[src/hw/rtl/calendar_date_time_adder_unit_macros.svh]
// ----------------------------------------------------------------------------
// Calendar date-time adder: assertion macros
// Concurrent check wrappers; they compile to nothing when SYNTH is defined.
// ----------------------------------------------------------------------------
`ifndef CALENDAR_DATE_TIME_ADDER_UNIT_MACROS_SVH
`define CALENDAR_DATE_TIME_ADDER_UNIT_MACROS_SVH
`ifndef SYNTH
// check that is switched off while reset is high
`define CDTA_ASSERT(lbl, clk, rst, prop, msg) \
   lbl: assert property (@(posedge clk) disable iff (rst) prop) else $error(msg);
// check that also holds across reset
`define CDTA_ASSERT_ALWAYS(lbl, clk, prop, msg) \
   lbl: assert property (@(posedge clk) prop) else $error(msg);
`else
`define CDTA_ASSERT(lbl, clk, rst, prop, msg)
`define CDTA_ASSERT_ALWAYS(lbl, clk, prop, msg)
`endif
`endif

[src/hw/rtl/cdta_pkg.sv]
// ----------------------------------------------------------------------------
// Calendar date-time adder package
// Shared codes, command and status types and calendar helper functions.
// ----------------------------------------------------------------------------
`timescale 1ns / 1ps

package cdta_pkg;

   // request kinds
   localparam logic REQ_LOAD = 1'b0;
   localparam logic REQ_ADD  = 1'b1;

   // unit codes
   localparam logic [2:0] UNIT_SEC     = 3'd0;
   localparam logic [2:0] UNIT_MIN     = 3'd1;
   localparam logic [2:0] UNIT_HOUR    = 3'd2;
   localparam logic [2:0] UNIT_DAY     = 3'd3;
   localparam logic [2:0] UNIT_WEEK    = 3'd4;
   localparam logic [2:0] UNIT_MONTH   = 3'd5;
   localparam logic [2:0] UNIT_YEAR    = 3'd6;
   localparam logic [2:0] UNIT_INVALID = 3'd7;

   // calendar limits
   localparam logic [13:0] EPOCH_YEAR     = 14'd1970;
   localparam logic [13:0] LAST_YEAR      = 14'd9999;
   localparam logic [21:0] LAST_EPOCH_DAY = 22'd2932896;
   localparam logic [21:0] LEAPS_BEFORE   = 22'd477;
   localparam logic signed [18:0] MONTH_INDEX_LOW = 19'sd23640;

   // reciprocals for division by a constant
   localparam logic [11:0] RECIP25 = 12'd2622;
   localparam logic [18:0] RECIP12 = 19'd349526;
   localparam logic [22:0] RECIP7  = 23'd4793491;

   // datapath operations
   typedef enum logic [3:0] {
      OP_NONE,
      OP_CAPTURE,
      OP_MY_PREP,
      OP_MY_MUL,
      OP_MY_APPLY,
      OP_TD_PREP,
      OP_T_NORM,
      OP_CLAMP,
      OP_HMS_STEP,
      OP_YEAR_STEP,
      OP_MONTH_STEP,
      OP_YS_A,
      OP_YS_B,
      OP_FIN_A,
      OP_FIN_B,
      OP_OUT_LOAD
   } op_type;

   typedef struct packed {
      op_type op;
   } cmd_type;

   typedef struct packed {
      logic t_ok;
      logic z_low;
      logic z_high;
      logic hms_done;
      logic year_ok;
      logic month_ok;
   } status_type;

   // Gregorian leap rule; y/100 through a reciprocal of 25 on y/4
   function automatic logic is_leap(input logic [13:0] y);
      logic [11:0] x;
      logic [23:0] p;
      logic [7:0]  q;
      x = y[13:2];
      p = 24'(x) * 24'(RECIP25);
      q = p[23:16];
      return (y[1:0] == 2'b00) && ((x != 12'(12'(q) * 12'd25)) || (q[1:0] == 2'b00));
   endfunction

   function automatic logic [4:0] month_days(input logic [13:0] y, input logic [3:0] m);
      logic lp;
      lp = is_leap(y);
      case (m) inside
         4'd2:                    month_days = lp ? 5'd29 : 5'd28;
         4'd4, 4'd6, 4'd9, 4'd11: month_days = 5'd30;
         default:                 month_days = 5'd31;
      endcase
   endfunction

   // days before the first of month m in a common year
   function automatic logic [8:0] days_before(input logic [3:0] m);
      case (m)
         4'd2:    days_before = 9'd31;
         4'd3:    days_before = 9'd59;
         4'd4:    days_before = 9'd90;
         4'd5:    days_before = 9'd120;
         4'd6:    days_before = 9'd151;
         4'd7:    days_before = 9'd181;
         4'd8:    days_before = 9'd212;
         4'd9:    days_before = 9'd243;
         4'd10:   days_before = 9'd273;
         4'd11:   days_before = 9'd304;
         4'd12:   days_before = 9'd334;
         default: days_before = 9'd0;
      endcase
   endfunction

   function automatic logic [2:0] quarter_of(input logic [3:0] m);
      case (m) inside
         4'd1, 4'd2, 4'd3: quarter_of = 3'd1;
         4'd4, 4'd5, 4'd6: quarter_of = 3'd2;
         4'd7, 4'd8, 4'd9: quarter_of = 3'd3;
         default:          quarter_of = 3'd4;
      endcase
   endfunction

endpackage

[src/hw/rtl/calendar_date_time_adder_unit.sv]
// ----------------------------------------------------------------------------
// Calendar date-time adder unit
// Gregorian date-time counter that loads a date-time or adds a signed amount
// in one unit and reports the normalized date with derived calendar fields.
// ----------------------------------------------------------------------------
// Usage:
//   The req channel carries one request: a load of a full date-time, or an
//   add of a signed amount in seconds, minutes, hours, days, weeks, months or
//   years. Every request yields exactly one response on the rsp channel with
//   the date-time after the request, weekday, day of year, quarter, days
//   since 1970-01-01 and the unit and range error flags.
//   A load or an invalid unit runs only the year-start and final steps; a
//   month or year add first runs its prepare, multiply and apply steps.
//   Second to week adds run one day per cycle for the day carry out of the
//   time of day, then split hours, minutes and seconds, walk one year per
//   cycle to find the new year and one month per cycle within it; the worst
//   case is a large hour amount.
//   One request is in flight at a time; a new request is taken while a
//   finished response still waits in the output register.
//   Reset puts the date-time at 1970-01-01 00:00:00 and drops any response.
//   When the receiver stalls, the response holds and the next finished
//   result waits in the controller until the output register is free.
// ----------------------------------------------------------------------------
`timescale 1ns / 1ps

module calendar_date_time_adder_unit (
   input  logic        clock,
   input  logic        reset,
   input  logic        req_tvalid,
   output logic        req_tready,
   // amount[16:0], load_year[30:17], load_month[34:31], load_day[39:35],
   // load_hour[44:40], load_minute[50:45], load_second[56:51], zero fill
   input  logic [63:0] req_tdata,
   // req_type[0], unit_code[3:1]
   input  logic [3:0]  req_tuser,
   output logic        rsp_tvalid,
   input  logic        rsp_tready,
   // cur_year[13:0], cur_month[17:14], cur_day[22:18], cur_hour[27:23],
   // cur_minute[33:28], cur_second[39:34], weekday[42:40],
   // ordinal_day[51:43], quarter[54:52], epoch_days[76:55], zero fill
   output logic [79:0] rsp_tdata,
   // unit_error[0], range_error[1]
   output logic [1:0]  rsp_tuser
);
   import cdta_pkg::*;

   cmd_type    cmd;
   status_type status;

   // unpack the request
   logic               req_type;
   logic [2:0]         unit_code;
   logic signed [16:0] amount;
   logic [13:0]        load_year;
   logic [3:0]         load_month;
   logic [4:0]         load_day;
   logic [4:0]         load_hour;
   logic [5:0]         load_minute;
   logic [5:0]         load_second;

   assign req_type    = req_tuser[0];
   assign unit_code   = req_tuser[3:1];
   assign amount      = $signed(req_tdata[16:0]);
   assign load_year   = req_tdata[30:17];
   assign load_month  = req_tdata[34:31];
   assign load_day    = req_tdata[39:35];
   assign load_hour   = req_tdata[44:40];
   assign load_minute = req_tdata[50:45];
   assign load_second = req_tdata[56:51];

   cdta_controller u_controller (
      .clock      (clock),
      .reset      (reset),
      .req_tvalid (req_tvalid),
      .req_tready (req_tready),
      .req_type   (req_type),
      .unit_code  (unit_code),
      .rsp_tvalid (rsp_tvalid),
      .rsp_tready (rsp_tready),
      .cmd        (cmd),
      .status     (status)
   );

   cdta_datapath u_datapath (
      .clock       (clock),
      .reset       (reset),
      .cmd         (cmd),
      .status      (status),
      .req_type    (req_type),
      .unit_code   (unit_code),
      .amount      (amount),
      .load_year   (load_year),
      .load_month  (load_month),
      .load_day    (load_day),
      .load_hour   (load_hour),
      .load_minute (load_minute),
      .load_second (load_second),
      .rsp_data    (rsp_tdata),
      .rsp_flags   (rsp_tuser)
   );

endmodule

[src/hw/rtl/cdta_datapath.sv]
// ----------------------------------------------------------------------------
// Calendar date-time adder datapath
// Date-time registers, day/second accumulators and the step units that the
// controller drives one operation per cycle.
// ----------------------------------------------------------------------------
`timescale 1ns / 1ps

module cdta_datapath (
   input  logic                 clock,
   input  logic                 reset,
   input  cdta_pkg::cmd_type    cmd,
   output cdta_pkg::status_type status,
   input  logic                 req_type,
   input  logic [2:0]           unit_code,
   input  logic signed [16:0]   amount,
   input  logic [13:0]          load_year,
   input  logic [3:0]           load_month,
   input  logic [4:0]           load_day,
   input  logic [4:0]           load_hour,
   input  logic [5:0]           load_minute,
   input  logic [5:0]           load_second,
   output logic [79:0]          rsp_data,
   output logic [1:0]           rsp_flags
);
   import cdta_pkg::*;

   // held date-time and year start
   logic [13:0] year_ff, year_in;
   logic [3:0]  month_ff, month_in;
   logic [4:0]  day_ff, day_in;
   logic [4:0]  hour_ff, hour_in;
   logic [5:0]  minute_ff, minute_in;
   logic [5:0]  second_ff, second_in;
   logic [21:0] ys_ff, ys_in;

   // working registers
   logic signed [16:0] amt_ff, amt_in;
   logic [2:0]         unit_ff, unit_in;
   logic               uerr_ff, uerr_in;
   logic               rerr_ff, rerr_in;
   logic signed [29:0] t_ff, t_in;
   logic signed [23:0] z_ff, z_in;
   logic [8:0]         rem_ff, rem_in;
   logic signed [18:0] mi_ff, mi_in;
   logic [44:0]        prod_ff, prod_in;
   logic [7:0]         c_ff, c_in;
   logic [21:0]        wx_ff, wx_in;
   logic [21:0]        ep_ff, ep_in;
   logic [8:0]         ord_ff, ord_in;
   logic [2:0]         wd_ff, wd_in;
   logic [79:0]        out_data_ff, out_data_in;
   logic [1:0]         out_flags_ff, out_flags_in;

   // helpers
   logic        leap_cur;
   logic [8:0]  ylen_cur, ylen_prev;
   logic [8:0]  ord_cur;
   logic [21:0] epoch_cur;
   logic [16:0] tod_cur;
   logic [13:0] year_prev;
   logic [21:0] ys_next;
   logic        z_lt, z_ge;
   logic [4:0]  ml_cur;
   logic [13:0] ly_sat;
   logic [3:0]  lm_sat;
   logic [4:0]  ld_max;
   logic [14:0] my_q;
   logic signed [18:0] ny_val;
   logic        my_low, my_high, is_month;
   logic [3:0]  nm_val;
   logic [4:0]  nm_len;
   logic [19:0] q7;

   always_comb begin
      leap_cur  = is_leap(year_ff);
      year_prev = year_ff - 14'd1;
      ylen_cur  = 9'd365 + 9'(leap_cur);
      ylen_prev = 9'd365 + 9'(is_leap(year_prev));
      ord_cur   = days_before(month_ff) + 9'(leap_cur && (month_ff > 4'd2)) + 9'(day_ff);
      epoch_cur = ys_ff + 22'(ord_cur) - 22'd1;
      tod_cur   = 17'(hour_ff) * 17'd3600 + 17'(minute_ff) * 17'd60 + 17'(second_ff);
      ys_next   = ys_ff + 22'(ylen_cur);
      z_lt      = z_ff < $signed({2'b00, ys_ff});
      z_ge      = z_ff >= $signed({2'b00, ys_next});
      ml_cur    = month_days(year_ff, month_ff);
      // load saturation
      ly_sat = (load_year < EPOCH_YEAR) ? EPOCH_YEAR
             : ((load_year > LAST_YEAR) ? LAST_YEAR : load_year);
      lm_sat = (load_month == 4'd0) ? 4'd1 : ((load_month > 4'd12) ? 4'd12 : load_month);
      ld_max = month_days(ly_sat, lm_sat);
      // month and year result
      is_month = (unit_ff == UNIT_MONTH);
      my_q     = prod_ff[36:22];
      ny_val   = is_month ? $signed({4'b0000, my_q}) : mi_ff;
      my_low   = is_month ? (mi_ff < MONTH_INDEX_LOW) : (mi_ff < $signed(19'(EPOCH_YEAR)));
      my_high  = ny_val > $signed(19'(LAST_YEAR));
      nm_val   = is_month ? 4'(mi_ff[17:0] - 18'(my_q) * 18'd12 + 18'd1) : month_ff;
      nm_len   = month_days(ny_val[13:0], nm_val);
      q7       = prod_ff[44:25];
   end

   // operation decode
   always_comb begin
      year_in      = year_ff;
      month_in     = month_ff;
      day_in       = day_ff;
      hour_in      = hour_ff;
      minute_in    = minute_ff;
      second_in    = second_ff;
      ys_in        = ys_ff;
      amt_in       = amt_ff;
      unit_in      = unit_ff;
      uerr_in      = uerr_ff;
      rerr_in      = rerr_ff;
      t_in         = t_ff;
      z_in         = z_ff;
      rem_in       = rem_ff;
      mi_in        = mi_ff;
      prod_in      = prod_ff;
      c_in         = c_ff;
      wx_in        = wx_ff;
      ep_in        = ep_ff;
      ord_in       = ord_ff;
      wd_in        = wd_ff;
      out_data_in  = out_data_ff;
      out_flags_in = out_flags_ff;
      case (cmd.op)
         OP_CAPTURE: begin
            amt_in  = amount;
            unit_in = unit_code;
            uerr_in = (req_type == REQ_ADD) && (unit_code == UNIT_INVALID);
            rerr_in = (req_type == REQ_LOAD)
                    && ((load_year < EPOCH_YEAR) || (load_year > LAST_YEAR));
            if (req_type == REQ_LOAD) begin
               year_in   = ly_sat;
               month_in  = lm_sat;
               day_in    = (load_day == 5'd0) ? 5'd1
                         : ((load_day > ld_max) ? ld_max : load_day);
               hour_in   = (load_hour > 5'd23) ? 5'd23 : load_hour;
               minute_in = (load_minute > 6'd59) ? 6'd59 : load_minute;
               second_in = (load_second > 6'd59) ? 6'd59 : load_second;
            end
         end
         OP_MY_PREP: begin
            if (unit_ff == UNIT_MONTH) begin
               mi_in = $signed(19'(year_ff) * 19'd12 + 19'(month_ff) - 19'd1) + 19'(amt_ff);
            end else begin
               mi_in = $signed(19'(year_ff)) + 19'(amt_ff);
            end
         end
         OP_MY_MUL: begin
            prod_in = 45'(mi_ff[17:0]) * 45'(RECIP12);
         end
         OP_MY_APPLY: begin
            if (my_low) begin
               rerr_in   = 1'b1;
               year_in   = EPOCH_YEAR;
               month_in  = 4'd1;
               day_in    = 5'd1;
               hour_in   = 5'd0;
               minute_in = 6'd0;
               second_in = 6'd0;
            end else if (my_high) begin
               rerr_in   = 1'b1;
               year_in   = LAST_YEAR;
               month_in  = 4'd12;
               day_in    = 5'd31;
               hour_in   = 5'd23;
               minute_in = 6'd59;
               second_in = 6'd59;
            end else begin
               year_in  = ny_val[13:0];
               month_in = nm_val;
               day_in   = (day_ff > nm_len) ? nm_len : day_ff;
            end
         end
         OP_TD_PREP: begin
            case (unit_ff)
               UNIT_DAY:  z_in = $signed({2'b00, epoch_cur}) + 24'(amt_ff);
               UNIT_WEEK: z_in = $signed({2'b00, epoch_cur}) + 24'(amt_ff) * 24'sd7;
               default:   z_in = $signed({2'b00, epoch_cur});
            endcase
            case (unit_ff)
               UNIT_SEC:  t_in = $signed({13'd0, tod_cur}) + 30'(amt_ff);
               UNIT_MIN:  t_in = $signed({13'd0, tod_cur}) + 30'(amt_ff) * 30'sd60;
               UNIT_HOUR: t_in = $signed({13'd0, tod_cur}) + 30'(amt_ff) * 30'sd3600;
               default:   t_in = $signed({13'd0, tod_cur});
            endcase
         end
         OP_T_NORM: begin
            // move one whole day between the second and day counts
            if (t_ff < 30'sd0) begin
               t_in = t_ff + 30'sd86400;
               z_in = z_ff - 24'sd1;
            end else if (t_ff >= 30'sd86400) begin
               t_in = t_ff - 30'sd86400;
               z_in = z_ff + 24'sd1;
            end
         end
         OP_CLAMP: begin
            if (z_ff < 24'sd0) begin
               rerr_in   = 1'b1;
               year_in   = EPOCH_YEAR;
               month_in  = 4'd1;
               day_in    = 5'd1;
               hour_in   = 5'd0;
               minute_in = 6'd0;
               second_in = 6'd0;
            end else if (z_ff > $signed({2'b00, LAST_EPOCH_DAY})) begin
               rerr_in   = 1'b1;
               year_in   = LAST_YEAR;
               month_in  = 4'd12;
               day_in    = 5'd31;
               hour_in   = 5'd23;
               minute_in = 6'd59;
               second_in = 6'd59;
            end else begin
               hour_in   = 5'd0;
               minute_in = 6'd0;
               second_in = 6'd0;
            end
         end
         OP_HMS_STEP: begin
            if (t_ff >= 30'sd3600) begin
               t_in    = t_ff - 30'sd3600;
               hour_in = hour_ff + 5'd1;
            end else if (t_ff >= 30'sd60) begin
               t_in      = t_ff - 30'sd60;
               minute_in = minute_ff + 6'd1;
            end else begin
               second_in = 6'(t_ff);
            end
         end
         OP_YEAR_STEP: begin
            if (z_lt) begin
               year_in = year_prev;
               ys_in   = ys_ff - 22'(ylen_prev);
            end else if (z_ge) begin
               year_in = year_ff + 14'd1;
               ys_in   = ys_next;
            end else begin
               rem_in   = 9'(z_ff - $signed({2'b00, ys_ff}));
               month_in = 4'd1;
            end
         end
         OP_MONTH_STEP: begin
            if (rem_ff >= 9'(ml_cur)) begin
               rem_in   = rem_ff - 9'(ml_cur);
               month_in = month_ff + 4'd1;
            end else begin
               day_in = 5'(rem_ff) + 5'd1;
            end
         end
         OP_YS_A: begin
            c_in = 8'((24'(year_prev[13:2]) * 24'(RECIP25)) >> 16);
         end
         OP_YS_B: begin
            ys_in = 22'(year_ff - EPOCH_YEAR) * 22'd365 + 22'(year_prev[13:2])
                  - 22'(c_ff) + 22'(c_ff[7:2]) - LEAPS_BEFORE;
         end
         OP_FIN_A: begin
            ord_in  = ord_cur;
            ep_in   = epoch_cur;
            wx_in   = epoch_cur + 22'd5;
            prod_in = 45'(epoch_cur + 22'd5) * 45'(RECIP7);
         end
         OP_FIN_B: begin
            wd_in = 3'(wx_ff - 22'(q7) * 22'd7);
         end
         OP_OUT_LOAD: begin
            out_data_in  = {3'b000, ep_ff, quarter_of(month_ff), ord_ff, wd_ff, second_ff,
                            minute_ff, hour_ff, day_ff, month_ff, year_ff};
            out_flags_in = {rerr_ff, uerr_ff};
         end
         default: begin
         end
      endcase
   end

   // date-time state
   always_ff @(posedge clock) begin
      if (reset) begin
         year_ff   <= EPOCH_YEAR;
         month_ff  <= 4'd1;
         day_ff    <= 5'd1;
         hour_ff   <= 5'd0;
         minute_ff <= 6'd0;
         second_ff <= 6'd0;
         ys_ff     <= 22'd0;
      end else begin
         year_ff   <= year_in;
         month_ff  <= month_in;
         day_ff    <= day_in;
         hour_ff   <= hour_in;
         minute_ff <= minute_in;
         second_ff <= second_in;
         ys_ff     <= ys_in;
      end
   end

   // working and output payload
   always_ff @(posedge clock) begin
      amt_ff       <= amt_in;
      unit_ff      <= unit_in;
      uerr_ff      <= uerr_in;
      rerr_ff      <= rerr_in;
      t_ff         <= t_in;
      z_ff         <= z_in;
      rem_ff       <= rem_in;
      mi_ff        <= mi_in;
      prod_ff      <= prod_in;
      c_ff         <= c_in;
      wx_ff        <= wx_in;
      ep_ff        <= ep_in;
      ord_ff       <= ord_in;
      wd_ff        <= wd_in;
      out_data_ff  <= out_data_in;
      out_flags_ff <= out_flags_in;
   end

   // status toward the controller
   always_comb begin
      status.t_ok     = (t_ff >= 30'sd0) && (t_ff < 30'sd86400);
      status.z_low    = z_ff < 24'sd0;
      status.z_high   = z_ff > $signed({2'b00, LAST_EPOCH_DAY});
      status.hms_done = t_ff < 30'sd60;
      status.year_ok  = !z_lt && !z_ge;
      status.month_ok = rem_ff < 9'(ml_cur);
   end

   assign rsp_data  = out_data_ff;
   assign rsp_flags = out_flags_ff;

endmodule

[src/hw/rtl/cdta_controller.sv]
// ----------------------------------------------------------------------------
// Calendar date-time adder controller
// Sequences the datapath through load, add, normalize and report steps and
// owns the request and response handshakes.
// ----------------------------------------------------------------------------
`timescale 1ns / 1ps
`include "calendar_date_time_adder_unit_macros.svh"

module cdta_controller (
   input  logic                 clock,
   input  logic                 reset,
   input  logic                 req_tvalid,
   output logic                 req_tready,
   input  logic                 req_type,
   input  logic [2:0]           unit_code,
   output logic                 rsp_tvalid,
   input  logic                 rsp_tready,
   output cdta_pkg::cmd_type    cmd,
   input  cdta_pkg::status_type status
);
   import cdta_pkg::*;

   typedef enum logic [14:0] {
      ST_IDLE       = 15'b000000000000001,
      ST_MY_PREP    = 15'b000000000000010,
      ST_MY_MUL     = 15'b000000000000100,
      ST_MY_APPLY   = 15'b000000000001000,
      ST_TD_PREP    = 15'b000000000010000,
      ST_T_NORM     = 15'b000000000100000,
      ST_CLAMP      = 15'b000000001000000,
      ST_HMS        = 15'b000000010000000,
      ST_YEAR_WALK  = 15'b000000100000000,
      ST_MONTH_WALK = 15'b000001000000000,
      ST_YS_A       = 15'b000010000000000,
      ST_YS_B       = 15'b000100000000000,
      ST_FIN_A      = 15'b001000000000000,
      ST_FIN_B      = 15'b010000000000000,
      ST_DONE       = 15'b100000000000000
   } state_type;

   state_type state_ff, state_in;
   logic      rsp_valid_ff, rsp_valid_in;

   // next state and command
   always_comb begin
      state_in   = state_ff;
      cmd.op     = OP_NONE;
      req_tready = 1'b0;
      unique case (state_ff)
         ST_IDLE: begin
            req_tready = 1'b1;
            if (req_tvalid) begin
               cmd.op = OP_CAPTURE;
               if ((req_type == REQ_LOAD) || (unit_code == UNIT_INVALID)) begin
                  state_in = ST_YS_A;
               end else if ((unit_code == UNIT_MONTH) || (unit_code == UNIT_YEAR)) begin
                  state_in = ST_MY_PREP;
               end else begin
                  state_in = ST_TD_PREP;
               end
            end
         end
         ST_MY_PREP: begin
            cmd.op   = OP_MY_PREP;
            state_in = ST_MY_MUL;
         end
         ST_MY_MUL: begin
            cmd.op   = OP_MY_MUL;
            state_in = ST_MY_APPLY;
         end
         ST_MY_APPLY: begin
            cmd.op   = OP_MY_APPLY;
            state_in = ST_YS_A;
         end
         ST_TD_PREP: begin
            cmd.op   = OP_TD_PREP;
            state_in = ST_T_NORM;
         end
         ST_T_NORM: begin
            cmd.op = OP_T_NORM;
            if (status.t_ok) begin
               state_in = ST_CLAMP;
            end
         end
         ST_CLAMP: begin
            cmd.op   = OP_CLAMP;
            state_in = (status.z_low || status.z_high) ? ST_YS_A : ST_HMS;
         end
         ST_HMS: begin
            cmd.op = OP_HMS_STEP;
            if (status.hms_done) begin
               state_in = ST_YEAR_WALK;
            end
         end
         ST_YEAR_WALK: begin
            cmd.op = OP_YEAR_STEP;
            if (status.year_ok) begin
               state_in = ST_MONTH_WALK;
            end
         end
         ST_MONTH_WALK: begin
            cmd.op = OP_MONTH_STEP;
            if (status.month_ok) begin
               state_in = ST_FIN_A;
            end
         end
         ST_YS_A: begin
            cmd.op   = OP_YS_A;
            state_in = ST_YS_B;
         end
         ST_YS_B: begin
            cmd.op   = OP_YS_B;
            state_in = ST_FIN_A;
         end
         ST_FIN_A: begin
            cmd.op   = OP_FIN_A;
            state_in = ST_FIN_B;
         end
         ST_FIN_B: begin
            cmd.op   = OP_FIN_B;
            state_in = ST_DONE;
         end
         ST_DONE: begin
            if (!rsp_valid_ff || rsp_tready) begin
               cmd.op   = OP_OUT_LOAD;
               state_in = ST_IDLE;
            end
         end
         default: begin
            state_in = ST_IDLE;
         end
      endcase
   end

   // hold the response until it is taken
   always_comb begin
      if (cmd.op == OP_OUT_LOAD) begin
         rsp_valid_in = 1'b1;
      end else if (rsp_tready) begin
         rsp_valid_in = 1'b0;
      end else begin
         rsp_valid_in = rsp_valid_ff;
      end
   end

   always_ff @(posedge clock) begin
      if (reset) begin
         state_ff     <= ST_IDLE;
         rsp_valid_ff <= 1'b0;
      end else begin
         state_ff     <= state_in;
         rsp_valid_ff <= rsp_valid_in;
      end
   end

   assign rsp_tvalid = rsp_valid_ff;

   `CDTA_ASSERT_ALWAYS(a_reset_idle, clock, reset |=> (state_ff == ST_IDLE) && !rsp_valid_ff, "reset did not return to idle")
   `CDTA_ASSERT(a_accept_leaves_idle, clock, reset, (req_tvalid && req_tready) |=> (state_ff != ST_IDLE), "accepted request left controller idle")
   `CDTA_ASSERT(a_rsp_from_done, clock, reset, $rose(rsp_valid_ff) |-> $past(state_ff == ST_DONE), "response raised outside done state")
   `CDTA_ASSERT(a_done_waits, clock, reset, (state_ff == ST_DONE && rsp_valid_ff && !rsp_tready) |=> (state_ff == ST_DONE), "result overwrote a stalled response")

endmodule

[config.mk]
export PLATFORM = sky130hd
export DESIGN_NAME = calendar_date_time_adder_unit
export DESIGN_NICKNAME = d
export VERILOG_FILES = /design/src/hw/rtl/cdta_pkg.sv /design/src/hw/rtl/calendar_date_time_adder_unit.sv /design/src/hw/rtl/cdta_datapath.sv /design/src/hw/rtl/cdta_controller.sv
export VERILOG_INCLUDE_DIRS = /design/src /design/src/hw/rtl
export SDC_FILE = /design/constraint.sdc
export NUM_CORES = 2
export LEC_CHECK = 0
export ABC_AREA = 1
export BUFFER_PORTS_ARGS = -buffer_cell sky130_fd_sc_hd__clkbuf_2
export CORE_MARGIN = 2
export CORE_UTILIZATION = 55
export DETAILED_ROUTE_END_ITERATION = 6
export PLACE_DENSITY_LB_ADDON = 0.12
export SYNTH_ARGS = -nofsm -noshare
export SYNTH_HDL_FRONTEND = slang
export SYNTH_SLANG_ARGS = --single-unit
[constraint.sdc]
create_clock -name clock -period 16.7 [get_ports clock]
set_clock_uncertainty 0.2 [all_clocks]
set_input_delay 0 -clock clock [delete_from_list [all_inputs] [get_ports clock]]
set_output_delay 0 -clock clock [all_outputs]
set_load 0.02 [all_outputs]
==> flow_summary_export.csv <==
group,metric,value,unit
synth,netlist_area,65900,sq um
flow_run,drv_cap,0,
setup_path,endpoint_kind,"flop",
synth,syn_inst,8290,
worst_hold_path,hold_path_class,"in -> reg",
timing,finalCriticalPeriod,16.07,ns
timing,worstMarginPinSlew,1.061,ns
run_status,outcome,"finished, final reports clean",
drt,viasPerCell,5.606,
clocking,clk_pin_slew,0.06,ns
synth,synth-seq-cells,330,
drt,drc_errors,0,
final_layout,register_area,9064,sq um
synth,synth.distinct_cells,75,
final_layout,utilization,62.64,%
final_layout,area.growth.synth_to_final,12.54,%
final_layout,drive_gt1_share,9.442,%
timing,fin_crit_sh,96.21,%
timing,setup_viol,0,
grt,grt_pass1_wl,334900,um
clocking,cts_htree_levels,2,
grt,grtUsageTotal,35.75,%
timing,max_freq,0.06224,GHz
drt,drt-total-wl,220800,um
drt,postRouteAntennaNets,0,
setup_path,worstSetupPathType,"reg -> reg",
drt,wire_per_inst,21.16,um
setup_path,ff2ff_setup_slack,0.63,ns
clocking,worstSkewPairLatency,0.68,ns
final_layout,final_common_cell,"inv_1",
grt,antenna_found_initial,6,
drt,drtIter0Drc,4925,
grt,grt_pass1_vias,56930,
floorplanning,io_pins,156,
setup_path,cpMostUsedCell,"inv_2",
final_layout,most-common-layout-cells,"inv_1 (1755), ha_1 (1295), nand2_1 (1269)",
synth,synth_edf_count,243,
setup_path,crit_slowest_cell,"fa_1",
clocking,cts_sinks,330,
place,post-place-ws,-0.2995,ns
setup_path,max_stage_delay,0.55,ns
synth,yosys.area.top_type_share,25.21,%
synth,synth_area_leaders,"ha_1 (25%), fa_1 (18%), edfxtp_1 (11%)",
floorplanning,die_y,350.1,um
setup_path,required,16.88,ns
floorplanning,die_x,350.1,um
clocking,cts_tree,"yes",
drt,first_pass_iters,6,
synth,yosysWarnings,0,
clocking,cts_buffer_depth,3,
timing,slew_headroom,29.18,%
floorplanning,coreArea,118400,sq um
timing,hold_viol_final,0,
synth,syn_avg_cell_area,7.949,sq um
synth,seq_area_frac_synth,13.72,%
timing,worst_slack,0.6322,ns
place,place.gp.congestion,0.9963,
grt,gr-total-overflow,0,
place,dp_hpwl,185000,um
grt,grt_start_max_net_pins,51,
final_layout,final_nets,10770,
synth,yosys.area.top_type,"ha_1",
clocking,numCtsBuffers,48,
synth,async_flop_share,0,%
final_layout,fillers,10640,
place,numPortBuffers,145,
drt,dr_total_vias,58500,
timing,drv_slew,0,
clocking,cts_root_buffer,"clkbuf_16",
floorplanning,num_rows,126,
setup_path,cp.arrival,16.25,ns
final_layout,multi_input_area,50580,sq um
floorplanning,design.die.area,122600,sq um
synth,ys.flop_type,"edfxtp_1",
setup_path,crit_fanout,5,
setup_path,startpoint_type,"flop",
floorplanning,initial_core_util,55.66,%
## kinds of logic after synthesis
family          after synthesis  share of synthesized area (%)
flops                       330                          13.72
xor+xnor                    386                          5.261
simple gates               2372                          15.50
buf+inv                    1906                          10.93
mux                           3                        0.04747
compound gates             1386                          11.77
fa+ha+maj                  1906                          42.77
other cells                   1                       0.005690
## routing by layer
| layer | track usage (%) | part of all wire (%) | routed length [um] | vias to the layer above |
|---|---|---|---|---|
| met2 | 56.45 | 44 | 98090 | 2042 |
| met3 | 4.925 | 7.4 | 16320 | 347 |
| met1 | 50.20 | 44 | 97740 | 28100 |
| met4 | 12.32 | 3.9 | 8599 | 6 |
| met5 | 0 | 0.026 | 57 | - |
| li1 | - | - | - | 28000 |
## timing repair
action / 4_1_cts / 5_1_grt
endpoints found under the hold margin: 119 / 0
pin swaps: 4 / 103
buffers inserted: 2 / 20
cloned: 0 / 0
gates resized for setup: 12 / 192
hold buffers: 102 / 0
setup endpoints to repair: 15 / 15
## worst max-delay path: cells and delay by family (launching register included)
family	cells	cell delay, ns
DFF	1	0.36
xor gates and xnor gates	5	1.06
adders and majority gates	21	7.86
AOI/OAI and AO/OA	16	2.06
and+or+nand+nor	33	3.25
buffers and inverters	17	1.01
## worst paths after layout
kind / from / end / cells after the start
worst max-delay path: u_datapath.year_ff[10]$_SDFFE_PP1P_ / u_datapath.prod_ff[34]$_DFFE_PP_ / 92
worst min register to register: u_datapath.wd_ff[0]$_DFFE_PN_ / u_datapath.rsp_data[40]$_DFFE_PP_ / 0
worst max register to register: u_datapath.year_ff[10]$_SDFFE_PP1P_ / u_datapath.prod_ff[34]$_DFFE_PP_ / 92
worst min-delay path: req_tuser[3] / u_datapath.uerr_ff$_DFFE_PP_ / 4
## layout make-up
cell class | instances | share of cell area [%]
clock buffer | 57 | 1.761
clock inverter | 32 | 0.5365
antenna | 3 | 0.01012
inverter | 1818 | 9.218
multi-input combinational | 6056 | 68.19
sequential | 330 | 12.22
timing repair buffer | 540 | 5.361
tap | 1600 | 2.699
## cell usage after synthesis, types with 30 or more instances
cell,instances
a21o_1,30
a21oi_1,596
a31oi_1,43
clkbuf_1,66
dfxtp_1,87
edfxtp_1,243
fa_1,578
ha_1,1328
inv_1,1781
nand2_1,1289
nand3_1,342
nand4_1,71
nor2_1,424
nor3_1,76
nor4_1,34
o211ai_1,54
o21ai_0,452
or2_2,40
xnor2_1,110
xor2_1,269
## flip-flops by register name (all words and copies together), names as in the netlist, 4 cells and up, named ones only
name	cells
u_datapath.day_ff	5
u_datapath.ord_ff	9
u_datapath.rem_ff	9
u_datapath.t_ff	30
u_datapath.hour_ff	5
u_datapath.year_ff	14
u_datapath.minute_ff	6
u_datapath.z_ff	24
u_datapath.prod_ff	15
u_datapath.month_ff	4
u_datapath.rsp_data	77
u_controller.state_ff	15
u_datapath.second_ff	6
u_datapath.c_ff	8
u_datapath.mi_ff	19
u_datapath.ep_ff	22
u_datapath.ys_ff	22
u_datapath.amt_ff	17
## through the flow
stage                     hold WS, ns  TNS [ns]  instance area, sq um  std cells
after global placement       -0.02234         0                 70320      10220
after floorplan               -0.1011         0                 65910       8292
after detailed placement     -0.02136    -2.162                 70320      10220
final                          0.1714         0                 74170      10440
after global routing           0.1925   -0.4822                 74160      10430
after CTS                      0.1460         0                 73100      10410
Power is left out: the tool's default activity adds up to more than one toggle a clock period on the data nets, which glitch-free logic cannot reach.
